==> src/rtl/cfa_pkg.sv <==
package cfa_pkg;

	// Fixed field widths
	localparam int VALUE_W = 64;
	localparam int NUM_W   = 32;
	localparam int DEN_W   = 31;

	// Parameter defaults
	localparam int FRACTION_BITS_DEF = 32;
	localparam int TERM_BITS_DEF     = 31;

	localparam logic [DEN_W-1:0] MAX_DEN_RESET = DEN_W'(1000);

endpackage

==> src/rtl/cfa_divider.sv <==
// Restoring divider, one quotient bit per cycle.
module cfa_divider #(
	parameter int WIDTH = cfa_pkg::VALUE_W
) (
	input  logic             clk,
	input  logic             arst_n,
	input  logic             go,
	input  logic [WIDTH-1:0] dividend,
	input  logic [WIDTH-1:0] divisor,
	output logic             done,
	output logic [WIDTH-1:0] quotient,
	output logic [WIDTH-1:0] remainder
);

	localparam int CNT_W = $clog2(WIDTH);
	localparam logic [CNT_W-1:0] CNT_LAST = CNT_W'(WIDTH - 1);

	logic             busy_q;
	logic             done_q;
	logic [CNT_W-1:0] cnt_q;
	logic [WIDTH-1:0] rem_q;
	logic [WIDTH-1:0] quo_q;   // dividend bits shift out, quotient bits shift in
	logic [WIDTH-1:0] div_q;

	logic [WIDTH:0]   shifted;
	logic [WIDTH:0]   diff;
	logic             ge;

	assign shifted = {rem_q, quo_q[WIDTH-1]};
	assign diff    = shifted - {1'b0, div_q};
	assign ge      = !diff[WIDTH];

	always_ff @(posedge clk or negedge arst_n) begin
		if (!arst_n) begin
			busy_q <= 1'b0;
			done_q <= 1'b0;
			cnt_q  <= '0;
			rem_q  <= '0;
			quo_q  <= '0;
			div_q  <= '0;
		end else if (go) begin
			busy_q <= 1'b1;
			done_q <= 1'b0;
			cnt_q  <= '0;
			rem_q  <= '0;
			quo_q  <= dividend;
			div_q  <= divisor;
		end else if (busy_q) begin
			rem_q <= ge ? diff[WIDTH-1:0] : shifted[WIDTH-1:0];
			quo_q <= {quo_q[WIDTH-2:0], ge};
			cnt_q <= cnt_q + CNT_W'(1);
			if (cnt_q == CNT_LAST) begin
				busy_q <= 1'b0;
				done_q <= 1'b1;
			end
		end else begin
			done_q <= 1'b0;
		end
	end

	assign done      = done_q;
	assign quotient  = quo_q;
	assign remainder = rem_q;

endmodule

==> src/rtl/continued_fraction_approximator.sv <==
// Best rational approximation of a Q31.32 value by continued fractions.
//
// Input: pulse start with value (two's complement fixed point, FRACTION_BITS
// fraction bits) while busy is low; the word is taken at that edge and busy
// rises on the next cycle. Output: done is high for exactly one cycle with
// numerator/denominator holding the last convergent whose terms fit in
// TERM_BITS and whose denominator does not exceed max_denominator. The
// receiver cannot stall; it must take the word in that cycle.
// Config: cfg_we/cfg_data write max_denominator (reset 1000); write only
// while busy is low.
//
// Step sequence: each Euclid step, the refused one included, passes
// through the divide state (go register, divider load, VALUE_W bit-serial
// steps), then one state each for the numerator multiply, the
// denominator multiply and the update. A new word can be started
// in the cycle done is high.
// Reset: asynchronous, active low; the sequencer returns to idle, any word
// in progress is dropped, and max_denominator returns to 1000.
module continued_fraction_approximator #(
	parameter int FRACTION_BITS = cfa_pkg::FRACTION_BITS_DEF,
	parameter int TERM_BITS     = cfa_pkg::TERM_BITS_DEF
) (
	input  logic                        clk,
	input  logic                        arst_n,
	input  logic                        start,
	output logic                        busy,
	input  logic signed [cfa_pkg::VALUE_W-1:0] value,
	output logic                        done,
	output logic signed [cfa_pkg::NUM_W-1:0]   numerator,
	output logic [cfa_pkg::DEN_W-1:0]   denominator,
	input  logic                        cfg_we,
	input  logic [cfa_pkg::DEN_W-1:0]   cfg_data
);

	localparam int VW = cfa_pkg::VALUE_W;
	localparam int TB = TERM_BITS;
	localparam int SW = 2 * TB + 1;   // width of a*c + p

	// Term limit 2^TB - 1
	localparam logic [SW-1:0] TERM_LIM = {{(TB + 1){1'b0}}, {TB{1'b1}}};
	// Initial divisor 2^FRACTION_BITS
	localparam logic [VW-1:0] Y_INIT = VW'(1) << FRACTION_BITS;

	typedef enum logic [2:0] {
		S_IDLE,
		S_DIV,
		S_MUL_N,
		S_MUL_D,
		S_UPDATE
	} state_t;

	state_t state_q;

	logic [cfa_pkg::DEN_W-1:0] max_den_q;

	// Euclid operands
	logic [VW-1:0] x_q;
	logic [VW-1:0] y_q;
	logic [VW-1:0] r_q;
	logic          neg_q;
	logic          div_go_q;

	// Partial term a, split into low bits and an out-of-range flag
	logic [TB-1:0] a_lo_q;
	logic          a_big_q;

	// Convergents: n1/d1 previous, n2/d2 current
	logic [TB-1:0] n1_q, d1_q, n2_q, d2_q;
	logic [TB-1:0] n3_q;
	logic          n_ovf_q;

	logic [2*TB-1:0] prod_q;   // shared multiplier output

	logic                        done_q;
	logic [cfa_pkg::NUM_W-1:0]   num_q;
	logic [cfa_pkg::DEN_W-1:0]   den_q;

	// Divider
	logic          div_done;
	logic [VW-1:0] div_quo;
	logic [VW-1:0] div_rem;

	cfa_divider #(
		.WIDTH(VW)
	) u_div (
		.clk      (clk),
		.arst_n   (arst_n),
		.go       (div_go_q),
		.dividend (x_q),
		.divisor  (y_q),
		.done     (div_done),
		.quotient (div_quo),
		.remainder(div_rem)
	);

	// Multiplier operand: numerator pass, then denominator pass
	logic [TB-1:0]   mul_b;
	logic [2*TB-1:0] mul_p;

	assign mul_b = (state_q == S_MUL_N) ? n2_q : d2_q;
	assign mul_p = (2*TB)'(a_lo_q) * (2*TB)'(mul_b);

	// Candidate next terms; prod_q holds a*n2 in S_MUL_D and a*d2 in S_UPDATE
	logic [SW-1:0] sum_n;
	logic [SW-1:0] sum_d;
	logic          ovf_n;
	logic          ovf_d;
	logic [TB-1:0] d3;
	logic          den_over;

	assign sum_n = {1'b0, prod_q} + SW'(n1_q);
	assign sum_d = {1'b0, prod_q} + SW'(d1_q);

	// A zero current term never overflows; otherwise a or a*c+p past the limit
	assign ovf_n = (n2_q != '0) && (a_big_q || (sum_n > TERM_LIM));
	assign ovf_d = (d2_q != '0) && (a_big_q || (sum_d > TERM_LIM));

	assign d3       = sum_d[TB-1:0];
	assign den_over = cfa_pkg::DEN_W'(d3) > max_den_q;

	// Magnitude of the input word
	logic [VW-1:0] value_mag;

	assign value_mag = value[VW-1] ? (VW'(0) - value) : value;

	// Signed numerator from a magnitude and the input sign
	function automatic logic [cfa_pkg::NUM_W-1:0] signed_num(
		input logic [TB-1:0] mag,
		input logic          neg
	);
		logic [cfa_pkg::NUM_W-1:0] ext;
		ext = cfa_pkg::NUM_W'(mag);
		return neg ? (cfa_pkg::NUM_W'(0) - ext) : ext;
	endfunction

	always_ff @(posedge clk or negedge arst_n) begin
		if (!arst_n) begin
			state_q   <= S_IDLE;
			max_den_q <= cfa_pkg::MAX_DEN_RESET;
			div_go_q  <= 1'b0;
			done_q    <= 1'b0;
			x_q       <= '0;
			y_q       <= '0;
			r_q       <= '0;
			neg_q     <= 1'b0;
			a_lo_q    <= '0;
			a_big_q   <= 1'b0;
			n1_q      <= '0;
			d1_q      <= '0;
			n2_q      <= '0;
			d2_q      <= '0;
			n3_q      <= '0;
			n_ovf_q   <= 1'b0;
			prod_q    <= '0;
			num_q     <= '0;
			den_q     <= '0;
		end else begin
			div_go_q <= 1'b0;
			done_q   <= 1'b0;

			if (cfg_we) begin
				max_den_q <= cfg_data;
			end

			unique case (state_q)
				S_IDLE: begin
					if (start) begin
						x_q      <= value_mag;
						y_q      <= Y_INIT;
						neg_q    <= value[VW-1];
						n1_q     <= '0;
						d1_q     <= TB'(1);
						n2_q     <= TB'(1);
						d2_q     <= '0;
						div_go_q <= 1'b1;
						state_q  <= S_DIV;
					end
				end
				S_DIV: begin
					// wait out the divider; go pulse is still in flight on entry
					if (div_done && !div_go_q) begin
						a_lo_q  <= div_quo[TB-1:0];
						a_big_q <= |(div_quo >> TB);
						r_q     <= div_rem;
						state_q <= S_MUL_N;
					end
				end
				S_MUL_N: begin
					prod_q  <= mul_p;
					state_q <= S_MUL_D;
				end
				S_MUL_D: begin
					prod_q  <= mul_p;
					n3_q    <= sum_n[TB-1:0];
					n_ovf_q <= ovf_n;
					state_q <= S_UPDATE;
				end
				S_UPDATE: begin
					if (n_ovf_q || ovf_d || den_over) begin
						// step refused: current convergent stands
						num_q   <= signed_num(n2_q, neg_q);
						den_q   <= cfa_pkg::DEN_W'(d2_q);
						done_q  <= 1'b1;
						state_q <= S_IDLE;
					end else begin
						n1_q <= n2_q;
						n2_q <= n3_q;
						d1_q <= d2_q;
						d2_q <= d3;
						if (r_q == '0) begin
							// exact: expansion ends here
							num_q   <= signed_num(n3_q, neg_q);
							den_q   <= cfa_pkg::DEN_W'(d3);
							done_q  <= 1'b1;
							state_q <= S_IDLE;
						end else begin
							x_q      <= y_q;
							y_q      <= r_q;
							div_go_q <= 1'b1;
							state_q  <= S_DIV;
						end
					end
				end
				default: begin
					state_q <= S_IDLE;
				end
			endcase
		end
	end

	assign busy        = (state_q != S_IDLE);
	assign done        = done_q;
	assign numerator   = num_q;
	assign denominator = den_q;

endmodule

==> config.mk <==
export PLATFORM = sky130hd
export DESIGN_NAME = continued_fraction_approximator
export DESIGN_NICKNAME = d
export VERILOG_FILES = /design/src/rtl/cfa_pkg.sv /design/src/rtl/cfa_divider.sv /design/src/rtl/continued_fraction_approximator.sv
export SDC_FILE = /design/constraint.sdc
export NUM_CORES = 2
export LEC_CHECK = 0
export BUFFER_PORTS_ARGS = -buffer_cell sky130_fd_sc_hd__buf_2
export CORE_MARGIN = 2
export CORE_UTILIZATION = 60
export CTS_BUF_LIST = sky130_fd_sc_hd__clkbuf_16
export DETAILED_ROUTE_END_ITERATION = 8
export HOLD_SLACK_MARGIN = 0.15
export PLACE_DENSITY_LB_ADDON = 0.08
export SYNTH_ARGS = -nofsm -noshare
export SYNTH_HDL_FRONTEND = slang
export SYNTH_SLANG_ARGS = --single-unit
==> constraint.sdc <==
create_clock -name clk -period 28 [get_ports clk]
set_input_delay 5.6 -clock clk [delete_from_list [all_inputs] [get_ports clk]]
set_output_delay 5.6 -clock clk [all_outputs]
set_load 0.005 [all_outputs]
# Word-level counts from Yosys, hierarchy flattened
# Index checks and enable logic that the tools add are counted.
dict set report op_classes {
  reduce_logical 25
  eq_ne 10
  n_addsub 7
  n_mul 1
  order_cmp 3
  muxes 51
}
# cell n
set ops {}
lappend ops {{2-to-1 mux 64 bit} 12}
lappend ops {{2-to-1 mux 31 bit} 9}
lappend ops {{case mux 64 bit (2 select lines)} 2}
lappend ops {{case mux 31 bit (2 select lines)} 4}
lappend ops {{2-to-1 mux 32 bit} 4}
lappend ops {{adder 62 x 31 -> 63 bit} 2}
lappend ops {{greater-than comparator 63 x 31 -> 1 bit (second input constant)} 2}
lappend ops {{subtractor 65 x 64 -> 65 bit} 1}
lappend ops {{logical NOT 64 bit} 1}
lappend ops {{subtractor 1 x 31 -> 32 bit (first input constant)} 2}
lappend ops {{subtractor 1 x 64 -> 64 bit (first input constant)} 1}
lappend ops {{multiplier 31 x 31 -> 62 bit} 1}
lappend ops {{nonzero test 31 bit} 2}
lappend ops {{OR reduction 33 bit} 1}
lappend ops {{greater-than comparator 31 bit} 1}
lappend ops {{case mux 3 bit (5 select lines)} 1}
lappend ops {{2-to-1 mux 1 bit} 14}
lappend ops {{2-to-1 mux 6 bit} 2}
lappend ops {{!= test 2 bit (second input constant)} 4}
lappend ops {{AND reduction 2 bit} 4}
lappend ops {{adder 6 x 1 -> 6 bit (second input constant)} 1}
lappend ops {{equality test 3 x 2 -> 1 bit (second input constant)} 2}
lappend ops {{equality test 6 bit (second input constant)} 1}
lappend ops {{2-to-1 mux 3 bit} 2}
lappend ops {{other kinds (13)} 21}
dict set report word_totals {
  elab_cells 122
  output_inout_bits 65
  register_bits 742
}

# Depth between registers and ports, before layout
dict set report logic_depth {
  ltp_word 8
  depth_mapped 36
  mapped_depth_nobuf 33
}

# Cells and area by module
# Synthesis repeated with hierarchy kept, for this count alone.
dict set report hier_totals {
  cells_unflattened 8537
  area_unflattened_um2 74740.4
}
# module area_per_inst_um2 cells_per_inst instances seq_area_each_um2
set modules_own_cells {}
lappend modules_own_cells {continued_fraction_approximator 61890.6 7008 1 13570.5}
lappend modules_own_cells {cfa_divider 12849.8 1529 1 5004.8}

# Least setup slack after synthesis
# OpenSTA, ideal clock, no wires.
dict set report synth_path {
  path_type {input port to flip-flop}
  from {input port value[4] (netlist bit)}
  to {register x_q[57]}
  setup_time_ns 0.125
  cell_stages 12
  required_time_ns 27.875
  path_slack_ns 18.539
  arrival_ns 9.335
  path_cell_list {or3_1 > or4_4 > or4_4 > or3_4 > or2_1 > or3_4 > or3_4 > or4_4 > o41ai_4 > xor2_1 > o21ai_1 > mux2_4}
}
dict set report synth_between {
  elab_chain_cells 4
}
# element line_no
set synth_rtl {}
lappend synth_rtl {{start: declaration} continued_fraction_approximator.sv:27} ;# input logic signed [cfa_pkg::VALUE_W-1:0] value,
lappend synth_rtl {{subtractor 1 x 64 -> 64 bit} continued_fraction_approximator.sv:124} ;# assign value_mag = value[VW-1] ? (VW'(0) - value) : value;
lappend synth_rtl {{2-to-1 mux 64 bit} continued_fraction_approximator.sv:124}
lappend synth_rtl {{2-to-1 mux 64 bit} continued_fraction_approximator.sv:167} ;# if (start) begin
lappend synth_rtl {{case mux 64 bit (2 select lines)} continued_fraction_approximator.sv:165} ;# unique case (state_q)
lappend synth_rtl {{end signal: assignment} continued_fraction_approximator.sv:168} ;# x_q <= value_mag;
lappend synth_rtl {{end signal: assignment} continued_fraction_approximator.sv:217} ;# x_q <= y_q;
lappend synth_rtl {{end: declaration} continued_fraction_approximator.sv:57} ;# logic [VW-1:0] x_q;
# Every way passes these cells. The select of a mux whose other input is x is not followed.
# A chain may end at the register's enable or synchronous reset.

# Worst setup path in the final report
dict set report layout_path {
  from {register state_q[2]}
  to {register prod_q[61]}
}
dict set report layout_between {
  elab_chain_cells 3
  word_cells_on_any_way 5
  cone_classes {mul: 1; eq/ne: 2; mux: 1; reduce/logical: 1}
}
# element line_no
set layout_rtl {}
lappend layout_rtl {{start: declaration} continued_fraction_approximator.sv:52} ;# state_t state_q;
lappend layout_rtl {{start signal: assignment} continued_fraction_approximator.sv:138} ;# state_q <= S_IDLE;
lappend layout_rtl {{start signal: assignment} continued_fraction_approximator.sv:176} ;# state_q <= S_DIV;
lappend layout_rtl {{start signal: assignment} continued_fraction_approximator.sv:185} ;# state_q <= S_MUL_N;
lappend layout_rtl {{equality test 3 x 2 -> 1 bit} {continued_fraction_approximator.sv:100, continued_fraction_approximator.sv:165}}
lappend layout_rtl {{2-to-1 mux 31 bit} continued_fraction_approximator.sv:100} ;# assign mul_b = (state_q == S_MUL_N) ? n2_q : d2_q;
lappend layout_rtl {{multiplier 31 x 31 -> 62 bit} continued_fraction_approximator.sv:101} ;# assign mul_p = (2*TB)'(a_lo_q) * (2*TB)'(mul_b);
lappend layout_rtl {{end signal: assignment} continued_fraction_approximator.sv:189} ;# prod_q <= mul_p;
lappend layout_rtl {{end signal: assignment} continued_fraction_approximator.sv:193} ;# prod_q <= mul_p;
lappend layout_rtl {{end: declaration} continued_fraction_approximator.sv:72} ;# logic [2*TB-1:0] prod_q;
# Parallel ways exist; a longest one is shown, timed or not.

==> impl_metrics.tcl <==
set metrics [dict create \
    status "finished, final reports clean" \
    grt_pass1_vias 60300 \
    cpMostUsedCell "fa_1" \
    maxCapViolCount 0 \
    hold_violations 0 \
    vias 58800 \
    cpMaxStageDelayCell "o41ai_1" \
    rsz0062_at_grt "no" \
    clk_pin_slew_worst_paths_ps 60 \
    die_w_um 355 \
    htreeDepth 3 \
    ff2ff_path_depth 31 \
    finClkSkew_ps 74.2 \
    period_minus_slack_ps 10710 \
    fin_util 0.644 \
    worstSetupPathType "reg2reg" \
    syn2layout_area_growth_pct 6.33 \
    postSynthAreaPerCell_um2 8.98 \
    synth_warnings 0 \
    placed_area_um2 75800 \
    ios 164 \
    routed_wl_mm 221 \
    cts-hold-fix-buffers 0 \
    dpl_worst_slack_ps 17420 \
    r2r_slack_ps 17290 \
    setup_viol 0 \
    fin_area_um2 78600 \
    synth_top_area_frac 0.249 \
    fin_tns_setup_ps 0 \
    start_util 0.606 \
    drt.antenna.violating_nets 0 \
    crit_path_max_incr_delay_ps 1110 \
    cts_buffer_depth 3 \
    ys.flop_type "dfrtp_1" \
    cts_sinks 742 \
    p_per_area_nw_per_um2 62.9 \
    synth_edf_count 0 \
    overflow 0 \
    crit_family "adder cells" \
    timing.final.max_slew_violations 0 \
    postCtsSetupBuffers 0 \
    hold_path_depth 2 \
    path_buf_inv 8 \
    drtIter0Drc 4894 \
    yosysUniqueCellTypes 89 \
    r2r_end "prod_q[61]" \
    fp.dieH_um 355 \
    reg2reg_from "state_q[2]" \
    synth_seq_cells 742 \
    cts_tree "done" \
    grt_use_total 0.358 \
    coreArea_um2 122000 \
    slew_headroom 0.176 \
    netlist_area_um2 74000 \
    cts_repair_resize_count 0 \
    seq_area_frac_synth 0.251 \
    critical_path.endpoint_type "register" \
    via_per_inst 6.00 \
    arrival_ps 11300 \
    nets 9452 \
    cp.required_ps 28590 \
    max_freq_mhz 93.4 \
    portBuffers 163 \
    drc 0 \
    hp-class "reg2reg" \
    tightestPinTransition_ps 1220 \
    ys_top_cells_by_area "dfrtp_1, fa_1, nand2_1, ha_1, inv_1" \
    synth_largest_area_cell "dfrtp_1" \
    synthCells 8238 \
    synthArstFlopShare 1.00 \
    avgRoutedWirePerCell_um 22.6 \
    min_period_over_period 0.382 \
    grt_max_degree 159 \
    hold_end "u_div.quotient[3]" \
    dpl.hpwl_mm 162 \
    power_leakage_nw 38.7 \
    ir_drop_mv 0.249 \
    min_from "x_q[3]" \
    gp_congestion 0.977 \
    grt_pass1_wl_mm 349 \
    fillers 10500 \
    dr.pass1.iters 6 \
    cts_buffers 85 \
    syn_nets 9593 \
    cp-start-kind "register" \
    cp_max_fo 31 \
    clock-root-buffer "clkbuf_16" \
    grt_antenna_before_repair 9 \
    rows 128 \
    drive_gt1_frac 0.0824 \
    clock_latency_ps 740 \
    setup_ws_ps 17290 \
    fp.dieArea_um2 126000 \
]
==> how the worst max path moves through the flow <==
stage | start | to | cells past startpoint
floorplan | value[4] | x_q[57] | 12
global placement | state_q[2] | prod_q[61] | 29
detailed placement | state_q[2] | prod_q[58] | 32
CTS | state_q[2] | prod_q[58] | 32
global route | state_q[2] | prod_q[58] | 32
finish | state_q[2] | prod_q[61] | 31
==> layout make-up <==
type / instances / area (um^2) / area share
Antenna cell: 7 / 17.5 / 0.000223
Clock buffer: 86 / 2150 / 0.0274
Clock inverter: 72 / 688 / 0.00875
Inverter: 1015 / 3810 / 0.0485
Multi-Input combinational cell: 6002 / 49800 / 0.634
Sequential cell: 742 / 18600 / 0.236
Tap cell: 1625 / 2030 / 0.0259
Timing Repair Buffer: 251 / 1500 / 0.0191
==> layer usage <==
| layer | vias up | global-route usage | wire, um |
|---|---|---|---|
| li1 | 26400 | - | - |
| met1 | 29600 | 0.469 | 89200 |
| met2 | 2164 | 0.590 | 105000 |
| met3 | 585 | 0.0467 | 14100 |
| met4 | 2 | 0.176 | 12500 |
| met5 | - | 0 | 7 |
==> kinds of logic after synthesis <==
kind of cell | after synthesis | synth area share
simple gates | 2689 | 0.170
mux | 368 | 0.0539
xor+xnor | 300 | 0.0355
buf+inv | 1494 | 0.0768
compound gates | 1389 | 0.114
fa+ha+maj | 1256 | 0.298
flops | 742 | 0.251
==> cell usage after synthesis (all sizes together) (110+ instances only) <==
library cell,count
ha,416
mux2,228
a21oi,249
nand2,1442
nor2,247
clkbuf,419
and2,440
inv,1015
xor2,190
dfrtp,736
o21ai,634
nor2b,115
a21o,118
fa,840
mux2i,139
xnor2,110
==> worst register-to-register path, delay by kind of cell, from the launching register on <==
kind / cells / cell delay [ps]
adder cells (fa/ha/maj): 9 / 4450
multiplexers: 2 / 1080
buffers and inverters: 8 / 860
AO/OA/AOI/OAI: 4 / 1890
flip-flops: 1 / 460
AND/OR/NAND/NOR: 8 / 1870
==> stage by stage <==
stage                     hold slack [ps]  std cells  power [W]
after floorplan                       446       8238    0.00311
after global placement                456       9635    0.00373
after detailed placement              469       9635    0.00378
after CTS                             482       9793    0.00493
after global routing                  500       9795    0.00525
final                                 479       9800    0.00495
==> cells in the final DEF, fill, tap and decap left out, types with 12 or more instances in the layout <==
master,count
fa_1,840
or2_2,23
or3_1,39
clkinv_1,22
o21bai_1,28
and3_1,36
o22ai_1,12
o21a_1,20
mux2_2,220
clkinv_2,14
a21oi_1,248
a31oi_1,24
nand4_1,65
o21ai_0,631
clkbuf_16,86
and2_1,439
nor2_1,246
inv_1,1032
a211oi_1,36
buf_4,87
o41ai_1,17
buf_2,162
a21o_1,118
a21boi_0,12
nor2b_1,114
nand2b_1,34
or4_1,31
nor3_1,50
o31ai_1,56
xor2_1,189
xnor2_1,109
nor4_1,46
mux2i_1,136
dfrtp_1,727
ha_1,416
o211ai_1,23
nand2_1,1440
a311oi_1,49
nand3_1,69
==> sequential cells by signal, summed over array words and instances (netlist names), 32 cells and up <==
register / count
r_q: 64
u_div.div_q: 64
u_div.quotient: 64
u_div.remainder: 64
x_q: 64
y_q: 64
prod_q: 62
numerator: 32
==> power breakdown <==
group	switching, W	total (W)	internal (W)	leakage (nW)
combinational	0.00137	0.00226	0.000890	27.4
sequential	0.000223	0.00155	0.00132	9.84
clock	0.000493	0.00114	0.000649	1.45
total	0.00208	0.00495	0.00286	38.7
Note: power is estimated with default switching activity, not from simulation.
